[src/design/ctcs_pkg.sv]
package ctcs_pkg;

  // Scan mode codes
  localparam logic [2:0] ModeNormal  = 3'd0;
  localparam logic [2:0] ModeComment = 3'd1;
  localparam logic [2:0] ModeQuote   = 3'd2;
  localparam logic [2:0] ModeQuoteBs = 3'd3;
  localparam logic [2:0] ModeBs      = 3'd4;
  localparam logic [2:0] ModeSkipWs  = 3'd5;

  // Character codes
  localparam logic [7:0] ChHash  = 8'h23;
  localparam logic [7:0] ChQuote = 8'h22;
  localparam logic [7:0] ChBsl   = 8'h5C;
  localparam logic [7:0] ChNl    = 8'h0A;
  localparam logic [7:0] ChSpace = 8'h20;
  localparam logic [7:0] ChTab   = 8'h09;
  localparam logic [7:0] ChCr    = 8'h0D;

  // Output burst for one input word: cnt bytes (1 or 2), b0 first
  typedef struct packed {
    logic [1:0] cnt;
    logic [7:0] b0;
    logic [7:0] b1;
  } ctcs_rec_t;

endpackage

[src/design/ctcs_front.sv]
module ctcs_front import ctcs_pkg::*; (
  input  logic       clk_i,
  input  logic       rst_ni,
  input  logic       in_valid_i,
  output logic       in_stall_o,
  input  logic [7:0] data_byte_i,
  input  logic       end_of_text_i,
  input  logic       q_full_i,
  output logic       push_o,
  output ctcs_rec_t  rec_o
);

  logic [2:0] mode_q, mode_d;
  logic       nl_seen_q, nl_seen_d;
  logic       any_q, any_d;
  logic       last_nl_q, last_nl_d;

  logic       accept;
  logic       is_ws;
  logic [1:0] cnt;
  logic [7:0] e0, e1;

  // Normal-mode handling of the current byte
  logic [2:0] nm_mode;
  logic       nm_emit;
  logic       nm_nl_seen;

  assign in_stall_o = q_full_i;
  assign accept     = in_valid_i & ~q_full_i;
  assign is_ws      = ((data_byte_i >= ChTab) && (data_byte_i <= ChCr)) ||
                      (data_byte_i == ChSpace);

  always_comb begin
    nm_mode    = ModeNormal;
    nm_emit    = 1'b1;
    nm_nl_seen = nl_seen_q;
    if (data_byte_i == ChHash) begin
      nm_emit = 1'b0;
      nm_mode = ModeComment;
    end else if (data_byte_i == ChQuote) begin
      nm_mode = ModeQuote;
    end else if (data_byte_i == ChBsl) begin
      nm_emit = 1'b0;
      nm_mode = ModeBs;
    end else if (data_byte_i == ChNl) begin
      // leading blank line is dropped
      nm_emit    = nl_seen_q | any_q;
      nm_nl_seen = 1'b1;
      nm_mode    = ModeSkipWs;
    end
  end

  // Mode decode and burst build
  always_comb begin
    mode_d    = mode_q;
    nl_seen_d = nl_seen_q;
    cnt       = 2'd0;
    e0        = data_byte_i;
    e1        = data_byte_i;
    if (end_of_text_i) begin
      mode_d    = ModeNormal;
      nl_seen_d = 1'b0;
      if ((mode_q == ModeBs) || (mode_q == ModeQuoteBs)) begin
        // dangling backslash, then closing newline
        cnt = 2'd2;
        e0  = ChBsl;
        e1  = ChNl;
      end else if (!last_nl_q) begin
        cnt = 2'd1;
        e0  = ChNl;
      end
    end else begin
      unique case (mode_q) inside
        ModeComment: begin
          if (data_byte_i == ChNl) begin
            cnt       = {1'b0, nm_emit};
            mode_d    = nm_mode;
            nl_seen_d = nm_nl_seen;
          end
        end
        ModeQuote: begin
          if (data_byte_i == ChBsl) begin
            mode_d = ModeQuoteBs;
          end else begin
            cnt = 2'd1;
            if (data_byte_i == ChQuote) mode_d = ModeNormal;
          end
        end
        ModeQuoteBs, ModeBs: begin
          if (data_byte_i == ChNl) begin
            cnt = 2'd1;
            e0  = ChSpace;
          end else begin
            cnt = 2'd2;
            e0  = ChBsl;
          end
          mode_d = (mode_q == ModeQuoteBs) ? ModeQuote : ModeNormal;
        end
        ModeSkipWs: begin
          if (!is_ws) begin
            cnt       = {1'b0, nm_emit};
            mode_d    = nm_mode;
            nl_seen_d = nm_nl_seen;
          end
        end
        default: begin
          cnt       = {1'b0, nm_emit};
          mode_d    = nm_mode;
          nl_seen_d = nm_nl_seen;
        end
      endcase
    end
  end

  // Emission flags
  always_comb begin
    any_d     = any_q;
    last_nl_d = last_nl_q;
    if (end_of_text_i) begin
      any_d     = 1'b0;
      last_nl_d = 1'b0;
    end else if (cnt == 2'd2) begin
      any_d     = 1'b1;
      last_nl_d = (e1 == ChNl);
    end else if (cnt == 2'd1) begin
      any_d     = 1'b1;
      last_nl_d = (e0 == ChNl);
    end
  end

  assign push_o     = accept & (cnt != 2'd0);
  assign rec_o.cnt  = cnt;
  assign rec_o.b0   = e0;
  assign rec_o.b1   = e1;

  always_ff @(posedge clk_i or negedge rst_ni) begin
    if (!rst_ni) begin
      mode_q    <= ModeNormal;
      nl_seen_q <= 1'b0;
      any_q     <= 1'b0;
      last_nl_q <= 1'b0;
    end else if (accept) begin
      mode_q    <= mode_d;
      nl_seen_q <= nl_seen_d;
      any_q     <= any_d;
      last_nl_q <= last_nl_d;
    end
  end

endmodule

[src/design/ctcs_queue.sv]
module ctcs_queue import ctcs_pkg::*; #(
  parameter int unsigned Depth = 4
) (
  input  logic      clk_i,
  input  logic      rst_ni,
  input  logic      push_i,
  input  ctcs_rec_t push_rec_i,
  output logic      full_o,
  input  logic      pop_i,
  output logic      empty_o,
  output ctcs_rec_t head_o
);

  localparam int unsigned PtrW = (Depth > 1) ? $clog2(Depth) : 1;
  localparam int unsigned CntW = $clog2(Depth + 1);
  localparam logic [PtrW-1:0] LastPtr = PtrW'(Depth - 1);
  localparam logic [CntW-1:0] FullCnt = CntW'(Depth);

  ctcs_rec_t           mem_q [Depth];
  logic [PtrW-1:0]     wr_ptr_q, rd_ptr_q;
  logic [CntW-1:0]     cnt_q;

  assign full_o  = (cnt_q == FullCnt);
  assign empty_o = (cnt_q == '0);
  assign head_o  = mem_q[rd_ptr_q];

  // Storage
  always_ff @(posedge clk_i) begin
    if (push_i) mem_q[wr_ptr_q] <= push_rec_i;
  end

  // Pointers and fill count
  always_ff @(posedge clk_i or negedge rst_ni) begin
    if (!rst_ni) begin
      wr_ptr_q <= '0;
      rd_ptr_q <= '0;
      cnt_q    <= '0;
    end else begin
      if (push_i) wr_ptr_q <= (wr_ptr_q == LastPtr) ? '0 : wr_ptr_q + 1'b1;
      if (pop_i)  rd_ptr_q <= (rd_ptr_q == LastPtr) ? '0 : rd_ptr_q + 1'b1;
      if (push_i && !pop_i)      cnt_q <= cnt_q + 1'b1;
      else if (pop_i && !push_i) cnt_q <= cnt_q - 1'b1;
    end
  end

endmodule

[src/design/ctcs_back.sv]
module ctcs_back import ctcs_pkg::*; (
  input  logic       clk_i,
  input  logic       rst_ni,
  input  logic       q_empty_i,
  input  ctcs_rec_t  head_i,
  output logic       pop_o,
  output logic       out_valid_o,
  input  logic       out_stall_i,
  output logic [7:0] out_byte_o,
  output logic       last_of_run_o
);

  logic       valid_q;
  logic [7:0] byte_q;
  logic       last_q;
  logic       sel_q;       // next byte of head word to send
  logic       load;
  logic       head_last;

  assign load      = !valid_q || !out_stall_i;
  assign head_last = sel_q || (head_i.cnt == 2'd1);
  assign pop_o     = load && !q_empty_i && head_last;

  // Output register, one byte per cycle from the queue head while not stalled
  always_ff @(posedge clk_i or negedge rst_ni) begin
    if (!rst_ni) begin
      valid_q <= 1'b0;
      sel_q   <= 1'b0;
    end else if (load) begin
      valid_q <= !q_empty_i;
      if (!q_empty_i) sel_q <= !head_last;
    end
  end

  always_ff @(posedge clk_i) begin
    if (load && !q_empty_i) begin
      byte_q <= sel_q ? head_i.b1 : head_i.b0;
      last_q <= head_last;
    end
  end

  assign out_valid_o   = valid_q;
  assign out_byte_o    = byte_q;
  assign last_of_run_o = last_q;

endmodule

[src/design/config_text_comment_stripper_unit.sv]
// Channel | valid      | stall      | payload
// input   | in_valid_i | in_stall_o | data_byte_i, end_of_text_i
// output  | out_valid_o| out_stall_i| out_byte_o, last_of_run_o
//
// One input word is taken per cycle while the word queue has room; its
// zero to two bytes leave one per cycle through the output register
// while the output is not stalled. A word is written to the word queue
// and then loaded, byte by byte, into the output register.
// Reset clears mode, flags, queue and output valid. Input stall is the
// queue-full flag; output stall holds the output register.
module config_text_comment_stripper_unit import ctcs_pkg::*; #(
  parameter int unsigned QDepth = 4   // word queue depth, 2 or more
) (
  input  logic       clk_i,
  input  logic       rst_ni,
  input  logic       in_valid_i,
  output logic       in_stall_o,
  input  logic [7:0] data_byte_i,
  input  logic       end_of_text_i,
  output logic       out_valid_o,
  input  logic       out_stall_i,
  output logic [7:0] out_byte_o,
  output logic       last_of_run_o
);

  logic      q_full, q_empty, push, pop;
  ctcs_rec_t push_rec, head_rec;

  // Decode and state update
  ctcs_front u_front (
    .clk_i         (clk_i),
    .rst_ni        (rst_ni),
    .in_valid_i    (in_valid_i),
    .in_stall_o    (in_stall_o),
    .data_byte_i   (data_byte_i),
    .end_of_text_i (end_of_text_i),
    .q_full_i      (q_full),
    .push_o        (push),
    .rec_o         (push_rec)
  );

  // Word queue
  ctcs_queue #(.Depth(QDepth)) u_queue (
    .clk_i      (clk_i),
    .rst_ni     (rst_ni),
    .push_i     (push),
    .push_rec_i (push_rec),
    .full_o     (q_full),
    .pop_i      (pop),
    .empty_o    (q_empty),
    .head_o     (head_rec)
  );

  // Byte serializer
  ctcs_back u_back (
    .clk_i         (clk_i),
    .rst_ni        (rst_ni),
    .q_empty_i     (q_empty),
    .head_i        (head_rec),
    .pop_o         (pop),
    .out_valid_o   (out_valid_o),
    .out_stall_i   (out_stall_i),
    .out_byte_o    (out_byte_o),
    .last_of_run_o (last_of_run_o)
  );

endmodule
[config.mk]
export PLATFORM = sky130hd
export DESIGN_NAME = config_text_comment_stripper_unit
export DESIGN_NICKNAME = d
export VERILOG_FILES = /design/src/design/ctcs_pkg.sv /design/src/design/ctcs_front.sv /design/src/design/ctcs_queue.sv /design/src/design/ctcs_back.sv /design/src/design/config_text_comment_stripper_unit.sv
export SDC_FILE = /design/constraint.sdc
export NUM_CORES = 1
export LEC_CHECK = 0
export BUFFER_PORTS_ARGS = -buffer_cell sky130_fd_sc_hd__buf_2
export CAP_MARGIN = 20
export CORE_MARGIN = 5
export CORE_UTILIZATION = 54
export CTS_CLUSTER_SIZE = 14
export DETAILED_ROUTE_END_ITERATION = 8
export PLACE_DENSITY = 0.72
export SYNTH_ARGS = -nofsm -noshare
export SYNTH_HDL_FRONTEND = slang
export SYNTH_HIERARCHICAL = 1
export SYNTH_SLANG_ARGS = --single-unit
export TNS_END_PERCENT = 5
[constraint.sdc]
create_clock -name clk_i -period 2.9 [get_ports clk_i]
set_clock_uncertainty 0.1 [all_clocks]
set_input_delay 0 -clock clk_i [delete_from_list [all_inputs] [get_ports clk_i]]
set_output_delay 0 -clock clk_i [all_outputs]
set_load 0.01 [all_outputs]
==> results of run 1 <==
report_power, final:
group          leakage, nW  switching [mW]  internal, mW
combinational        0.798           0.674         0.744
clock               0.0986           0.475         0.434
sequential           0.925           0.122          1.89
total                 1.82            1.27          3.07
registers in the layout, indices dropped and copies added, names as in the netlist:
register              cells
u_back/out_valid_o        1
u_queue/rd_ptr_q          2
u_back/out_byte_o         8
u_queue/wr_ptr_q          2
u_queue/mem_q            72
u_back/sel_q              1
u_queue/cnt_q             3
u_back/last_of_run_o      1
u_front/any_q             1
u_front/nl_seen_q         1
u_front/last_nl_q         1
u_front/mode_q            3
critical path, stage by stage:
cell and delay (ns):
buf_2 0.08, dlygate4sd3_1 0.56, buf_4 0.12, nor4bb_2 0.31, nand4bb_1 0.29, o31ai_2 0.15, a31oi_2 0.08, o41ai_2 0.38
a31oi_2 0.08, ha_2 0.22, inv_2 0.05, fa_2 0.42, mux2_4 0.27
final cells by class:
type / instances / area, um^2 / share of cell area, %
Clock buffer: 10 / 137.6 / 2.729
Clock inverter: 6 / 75.07 / 1.488
Inverter: 10 / 37.54 / 0.7442
Multi-Input combinational cell: 151 / 1389 / 27.54
Sequential cell: 96 / 2808 / 55.67
Tap cell: 102 / 127.6 / 2.530
Timing Repair Buffer: 60 / 469.2 / 9.303
through the flow:
| step | hold WS [ns] | TNS [ns] | util [%] |
|---|---|---|---|
| after global routing | 0.03106 | -0.1138 | 65.27 |
| after floorplan | -0.3956 | -0.2602 | - |
| after CTS | 0.01073 | 0 | 64.57 |
| after detailed placement | -0.1567 | -0.02274 | 60.91 |
| after global placement | -0.1572 | 0 | 60.91 |
| final | 0.02992 | 0 | 65.27 |
cells in the final DEF (no fill, tap or decap), drive strengths merged, types with 2 or more instances in the layout:
master / n
clkbuf: 10
edfxtp: 81
clkinvlp: 3
mux4: 18
nor4: 4
dlygate4sd3: 6
nor2: 17
buf: 53
nor2b: 3
dfrtp: 15
a211o: 2
nand3b: 2
xor2: 2
a21oi: 11
ha: 6
nor3b: 2
nand2b: 5
a31oi: 3
o21ai: 6
mux2: 14
or4: 3
a21o: 3
nand3: 3
inv: 12
mux2i: 2
nand2: 10
nor3: 4
o2111ai: 2
and2: 12
layer usage:
| layer | GRT usage, % | wire length (um) | vias up |
|---|---|---|---|
| li1 | - | - | 1167 |
| met3 | 3.892 | 477 | 7 |
| met4 | 4.832 | 76 | 0 |
| met1 | 24.71 | 3459 | 1256 |
| met5 | 0 | 0 | - |
| met2 | 29.49 | 4062 | 71 |
path summary, 6_finish.rpt:
check | startpoint | to | cells past startpoint
min in group asynchronous | rst_ni | u_queue/rd_ptr_q[0]$_DFFE_PN0P_ | 3
max in group asynchronous | rst_ni | u_front/last_nl_q$_DFFE_PN0P_ | 3
setup / recovery | data_byte_i[4] | u_queue/cnt_q[1]$_DFFE_PN0P_ | 13
hold / removal | data_byte_i[3] | u_queue/mem_q[2][3]$_DFFE_PP_ | 2
setup reg to reg | u_front/any_q$_DFFE_PN0P_ | u_queue/cnt_q[1]$_DFFE_PN0P_ | 9
hold reg to reg | u_queue/cnt_q[2]$_DFFE_PN0P_ | u_queue/cnt_q[2]$_DFFE_PN0P_ | 1
timing repair:
action / 4_1_cts / 5_1_grt
resized for setup: 0 / 7
endpoints found under the hold margin: 26 / 0
buffers inserted: 0 / 4
endpoints found under the setup margin: 0 / 2
hold buffers: 7 / 0
cells by family (layout without fill, tap and decap cells):
logic type	count (synthesis)	count (layout)	synth area share, %
AND/OR/NAND/NOR	72	72	9.370
multiplexers	34	34	13.73
adder cells (fa/ha/maj)	7	7	2.225
AO/OA/AOI/OAI	35	35	5.711
XOR/XNOR	3	3	0.6150
flip-flops	96	96	65.71
buffers and inverters	21	86	2.635
==> run metrics, run 1 <==
dpl hpwl 5273 um; top post-synthesis cells by count edfxtp_1 (81), mux4_2 (18), nor2_1 (17); post-synthesis sequential area ratio 65.71%; CTS Buffer Depth 2; leading area contributor after synthesis edfxtp_1; worst setup path class primary input to register; final setup vio count 0; Worst Hold Class primary input to register; pin count of the biggest net entering global routing 19; Post-Layout Inst Area 5044 um^2; #FFs+latches synth 96; clock sinks 96; Final ANT Viol Nets 0; Final Hold Viols 0; Rel. slew slack 48.30%; Starting Density 55.29%; H-tree level count 3; most numerous cell in the Yosys netlist edfxtp_1; leakage 1.821 nW; top cell type's share of synthesized area 56.93%; run status finished clean; Core Region 7727 um^2; drt wl/cell 18.56 um; root buffer cell clkbuf_8; Max Transition Viols Final 0; Worst Max-Slew Pin Slew 0.7729 ns; Net count, final 348; RePlAce Congestion 0.9480; total power 4.339 mW; pwr dens 860.3 nW/um^2; Die Width 98.96 um; filler instances 527; total CTS buffers 9; Inst Count DP 408; via count 2501; Netlist cell types 50; Ports 24; reg-to-reg setup timing slack 0.10 ns; Mapped Area 4273 um^2; dpl ws -0.02274 ns; Area Overhead vs Synth 18.04%; crit path capture type register; WP data arrival 3.02 ns; Diodes inserted 0; maximum VDD drop 517.2 uV; global-route usage over all layers 18.04%; cells after synthesis 268; fin crit share 99.10%; Required @ worst endpoint 3.04 ns; post-route minimum period 2.874 ns; Synth area leaders edfxtp_1 (57%), mux4_2 (9.5%), dfrtp_1 (8.8%), mux2_2 (3.2%), and2_1 (1.8%); DRT iter0 DRCs 169; syn_nets 288; full die area 9792 um^2; Die H 98.96 um; Async S/R FF share, synth 15.63%; vias in the first global route 2583; first-pass GRT wire length 13630 um; worst-skew pair later-pin latency 0.36 ns; Worst-path clk slew 0.09 ns; max-cap violation count 0; syn avg cell area 15.94 um^2; drt pass-1 iters 4; fraction of layout cells with a size suffix above 1 33.63%; GRT Residual Overflow 0; Synth Warn # 6; final std cells w/o fill 435; Setup WS post-layout 0.02603 ns; startpoint types primary input; row count 32; Vias/cell 5.749; # DRC 0; Placement Cell Area 4707 um^2; DRT Wirelength 8075 um; # port buffers 23; Synth Flop Type edfxtp_1; FMAX 348.0 MHz; CTS tree done; CP Max Fanout 4; initial antenna violation count 0; number of synthesized flops with an enable pin 81
Power figures use the tool's default switching activity.
==> run 2, diff against run 1 <==
--- a/config.mk
+++ b/config.mk
@@ -8,10 +8,11 @@
 export BUFFER_PORTS_ARGS = -buffer_cell sky130_fd_sc_hd__buf_2
 export CAP_MARGIN = 20
 export CORE_MARGIN = 5
-export CORE_UTILIZATION = 54
+export CORE_UTILIZATION = 65
+export CTS_CLUSTER_DIAMETER = 80
 export CTS_CLUSTER_SIZE = 14
 export DETAILED_ROUTE_END_ITERATION = 8
-export PLACE_DENSITY = 0.72
+export PLACE_DENSITY = 0.81
 export SYNTH_ARGS = -nofsm -noshare
 export SYNTH_HDL_FRONTEND = slang
 export SYNTH_HIERARCHICAL = 1
==> constraint.sdc (replaced) <==
create_clock -name clk_i -period 3.5 [get_ports clk_i]
set_clock_uncertainty 0.1 [all_clocks]
set_input_delay 0 -clock clk_i [delete_from_list [all_inputs] [get_ports clk_i]]
set_output_delay 0 -clock clk_i [all_outputs]
set_load 0.01 [all_outputs]
==> run 2 against run 1 <==
  * Global-route usage rose by 1.7 points
  * Via count fell by 4.8%
  * Core utilization grew 9.0 points
  * Cell area down 5.9%
  * Total power shrank 21%
  * Register-to-register slack gained 0.51 ns
  * Sequential power down 15%
  * Clock power decreased by 25%
  * Critical endpoint is now u_queue/cnt_q[2]$_DFFE_PN0P_
  * Sequential share of layout area up 3.5 points
  * Cell count down 11%
  * Count of clock-buffer cells in the layout stayed put
==> run metrics, run 2 (synthesis gave the netlist of run 1 again) <==
Worst Hold Class primary input to async pin; # DRC 0 (unchanged); Ports 24 (unchanged); crit path cell chain dlygate4sd3_1 > buf_2 > or3_1 > or4_1 > a211o_1 > a31oi_4 > o41ai_2 > a31oi_1 > ha_2 > inv_1 > fa_1 > xor2_1 > nor2_1 > xor2_1; post-route minimum period 3.346 ns; DRT iter0 DRCs 187 (+11%); RSZ-0062 raised after global routing false; Final ANT Viol Nets 0 (unchanged); H-tree level count 3 (unchanged); pin count of the biggest net entering global routing 19 (unchanged); CTS tree done; RePlAce Congestion 0.8816 (-7.0%); Net count, final 327 (-6.0%); CP max-delay cell dlygate4sd3_1; Area Overhead vs Synth 11.07%; run status finished clean; global-route usage over all layers 19.72% (+1.7 points); Diodes inserted 0 (unchanged); initial antenna violation count 0 (unchanged); drt wl/cell 19.70 um (+6.1%); Hold Slack 0.01308 ns (-0.01683 ns); full die area 8295 um^2 (-15%); Rel. slew slack 42.98% (-5.3 points); max-cap violation count 0 (unchanged); root buffer cell clkbuf_8; Die H 91.08 um (-8.0%); Post-Layout Inst Area 4746 um^2 (-5.9%); GRT Residual Overflow 0 (unchanged); CTS Buffer Depth 2 (unchanged); total power 3.411 mW (-21%); final setup vio count 0 (unchanged); Worst-path clk slew 0.09 ns (about the same); row count 29 (-9.4%); filler instances 400 (-24%); CP top delay family simple AND/OR/NAND/NOR gates; Starting Density 66.91% (+12 points); pwr dens 718.6 nW/um^2 (-16%); Largest Register u_queue/mem_q; worst-skew pair later-pin latency 0.34 ns (-0.02 ns); Required @ worst endpoint 3.66 ns (+0.62 ns); # port buffers 23 (unchanged); total CTS buffers 9 (unchanged); most frequent CP cell xor2_1; fraction of layout cells with a size suffix above 1 26.92% (-6.7 points); first-pass GRT wire length 12410 um (-8.9%); clock sinks 96 (unchanged); via count 2380 (-4.8%); startpoint types primary input; leading cell types in the layout, fill and taps excluded edfxtp_1 (81), buf_2 (23), mux4_2 (18); CP Max Fanout 4 (unchanged); dpl hpwl 5203 um (-1.3%); Max Transition Viols Final 0 (unchanged); vias in the first global route 2354 (-8.9%); DRT Wirelength 7664 um (-5.1%); crit path capture type register; worst setup path class primary input to register; max FFs per register 72 (unchanged); most common cell after layout, fill and taps aside edfxtp_1; drt pass-1 iters 4 (unchanged); fin crit share 95.60%; CP Buf/Inv Count 3 (-1); crit-path max cell delay 0.53 ns (-0.03 ns); WP data arrival 3.51 ns (+0.49 ns); Final Hold Viols 0 (unchanged); setup TNS 0 ns (unchanged); Vias/cell 6.118 (+6.4%); Core Region 6386 um^2 (-17%); leakage 1.686 nW (-7.4%); maximum VDD drop 546.2 uV (+5.6%); Worst Max-Slew Pin Slew 0.8474 ns (+0.07452 ns); FMAX 298.9 MHz; Die Width 91.08 um (-8.0%); Placement Cell Area 4492 um^2 (-4.6%)
## run 2: cell types whose count changed in the layout (fill, tap and decap cells not counted), moves of 2 or more
cell	change
buf_12	-4
clkinvlp_4	-2
buf_4	-15
inv_8	-2
clkinv_1	+2
a31oi_2	-2
## run 2: what timing repair did
item | 4_1_cts | 5_1_grt
setup buffers | 0 | 0
hold buffers | 5 | 0
gates resized for setup | 0 | 3
setup endpoints to repair | 0 | 1
endpoints found under the hold margin | 32 | 0
## run 2: path summary, 6_finish.rpt
| check | from | to | slack [ns] | cells past startpoint |
|---|---|---|---|---|
| min in group clk_i | data_byte_i[2] | u_queue/mem_q[3][2]$_DFFE_PP_ | 0.02 | 2 |
| min | rst_ni | u_queue/rd_ptr_q[1]$_DFFE_PN0P_ | 0.01 | 2 |
| max reg2reg | u_front/any_q$_DFFE_PN0P_ | u_queue/cnt_q[1]$_DFFE_PN0P_ | 0.61 | 9 |
| min reg2reg | u_queue/cnt_q[2]$_DFFE_PN0P_ | u_queue/cnt_q[2]$_DFFE_PN0P_ | 0.40 | 1 |
| max in group asynchronous | rst_ni | u_front/last_nl_q$_DFFE_PN0P_ | 3.01 | 2 |
| max | data_byte_i[6] | u_queue/cnt_q[2]$_DFFE_PN0P_ | 0.15 | 14 |
## run 2: per-layer routing
metal	track usage, %	up-vias	part of all wire [%]
met3	4.215	9	3.9
met1	26.49	1199	43
met4	6.235	0	1.4
met2	32.57	54	51
li1	-	1118	-
met5	0	-	0
## run 2: report_power, final
| part | internal, mW | leakage (nW) | switching, mW |
|---|---|---|---|
| Sequential | 1.57 | 0.925 | 0.143 |
| Clock | 0.327 | 0.0917 | 0.351 |
| Combinational | 0.526 | 0.670 | 0.495 |
## run 2: cell type report
cell class              instances  area, um^2  share of cell area, %
repair buffers                 39       247.7                  5.220
multi-input cells             151        1370                  28.87
clock inverters                 6       58.81                  1.239
inverters                      10       37.54                 0.7909
clock buffers                  10       127.6                  2.689
well taps                      77       96.34                  2.030
flip-flops and latches         96        2808                  59.16
## run 2: stage by stage
step                      util (%)  std cells  setup WS (ns)
after floorplan                  -        268         0.1725
after global placement       70.34        368         0.3753
after detailed placement     70.34        368         0.3155
after CTS                    74.04        389         0.1021
after global routing         74.31        389        0.02617
final                        74.31        389         0.1542
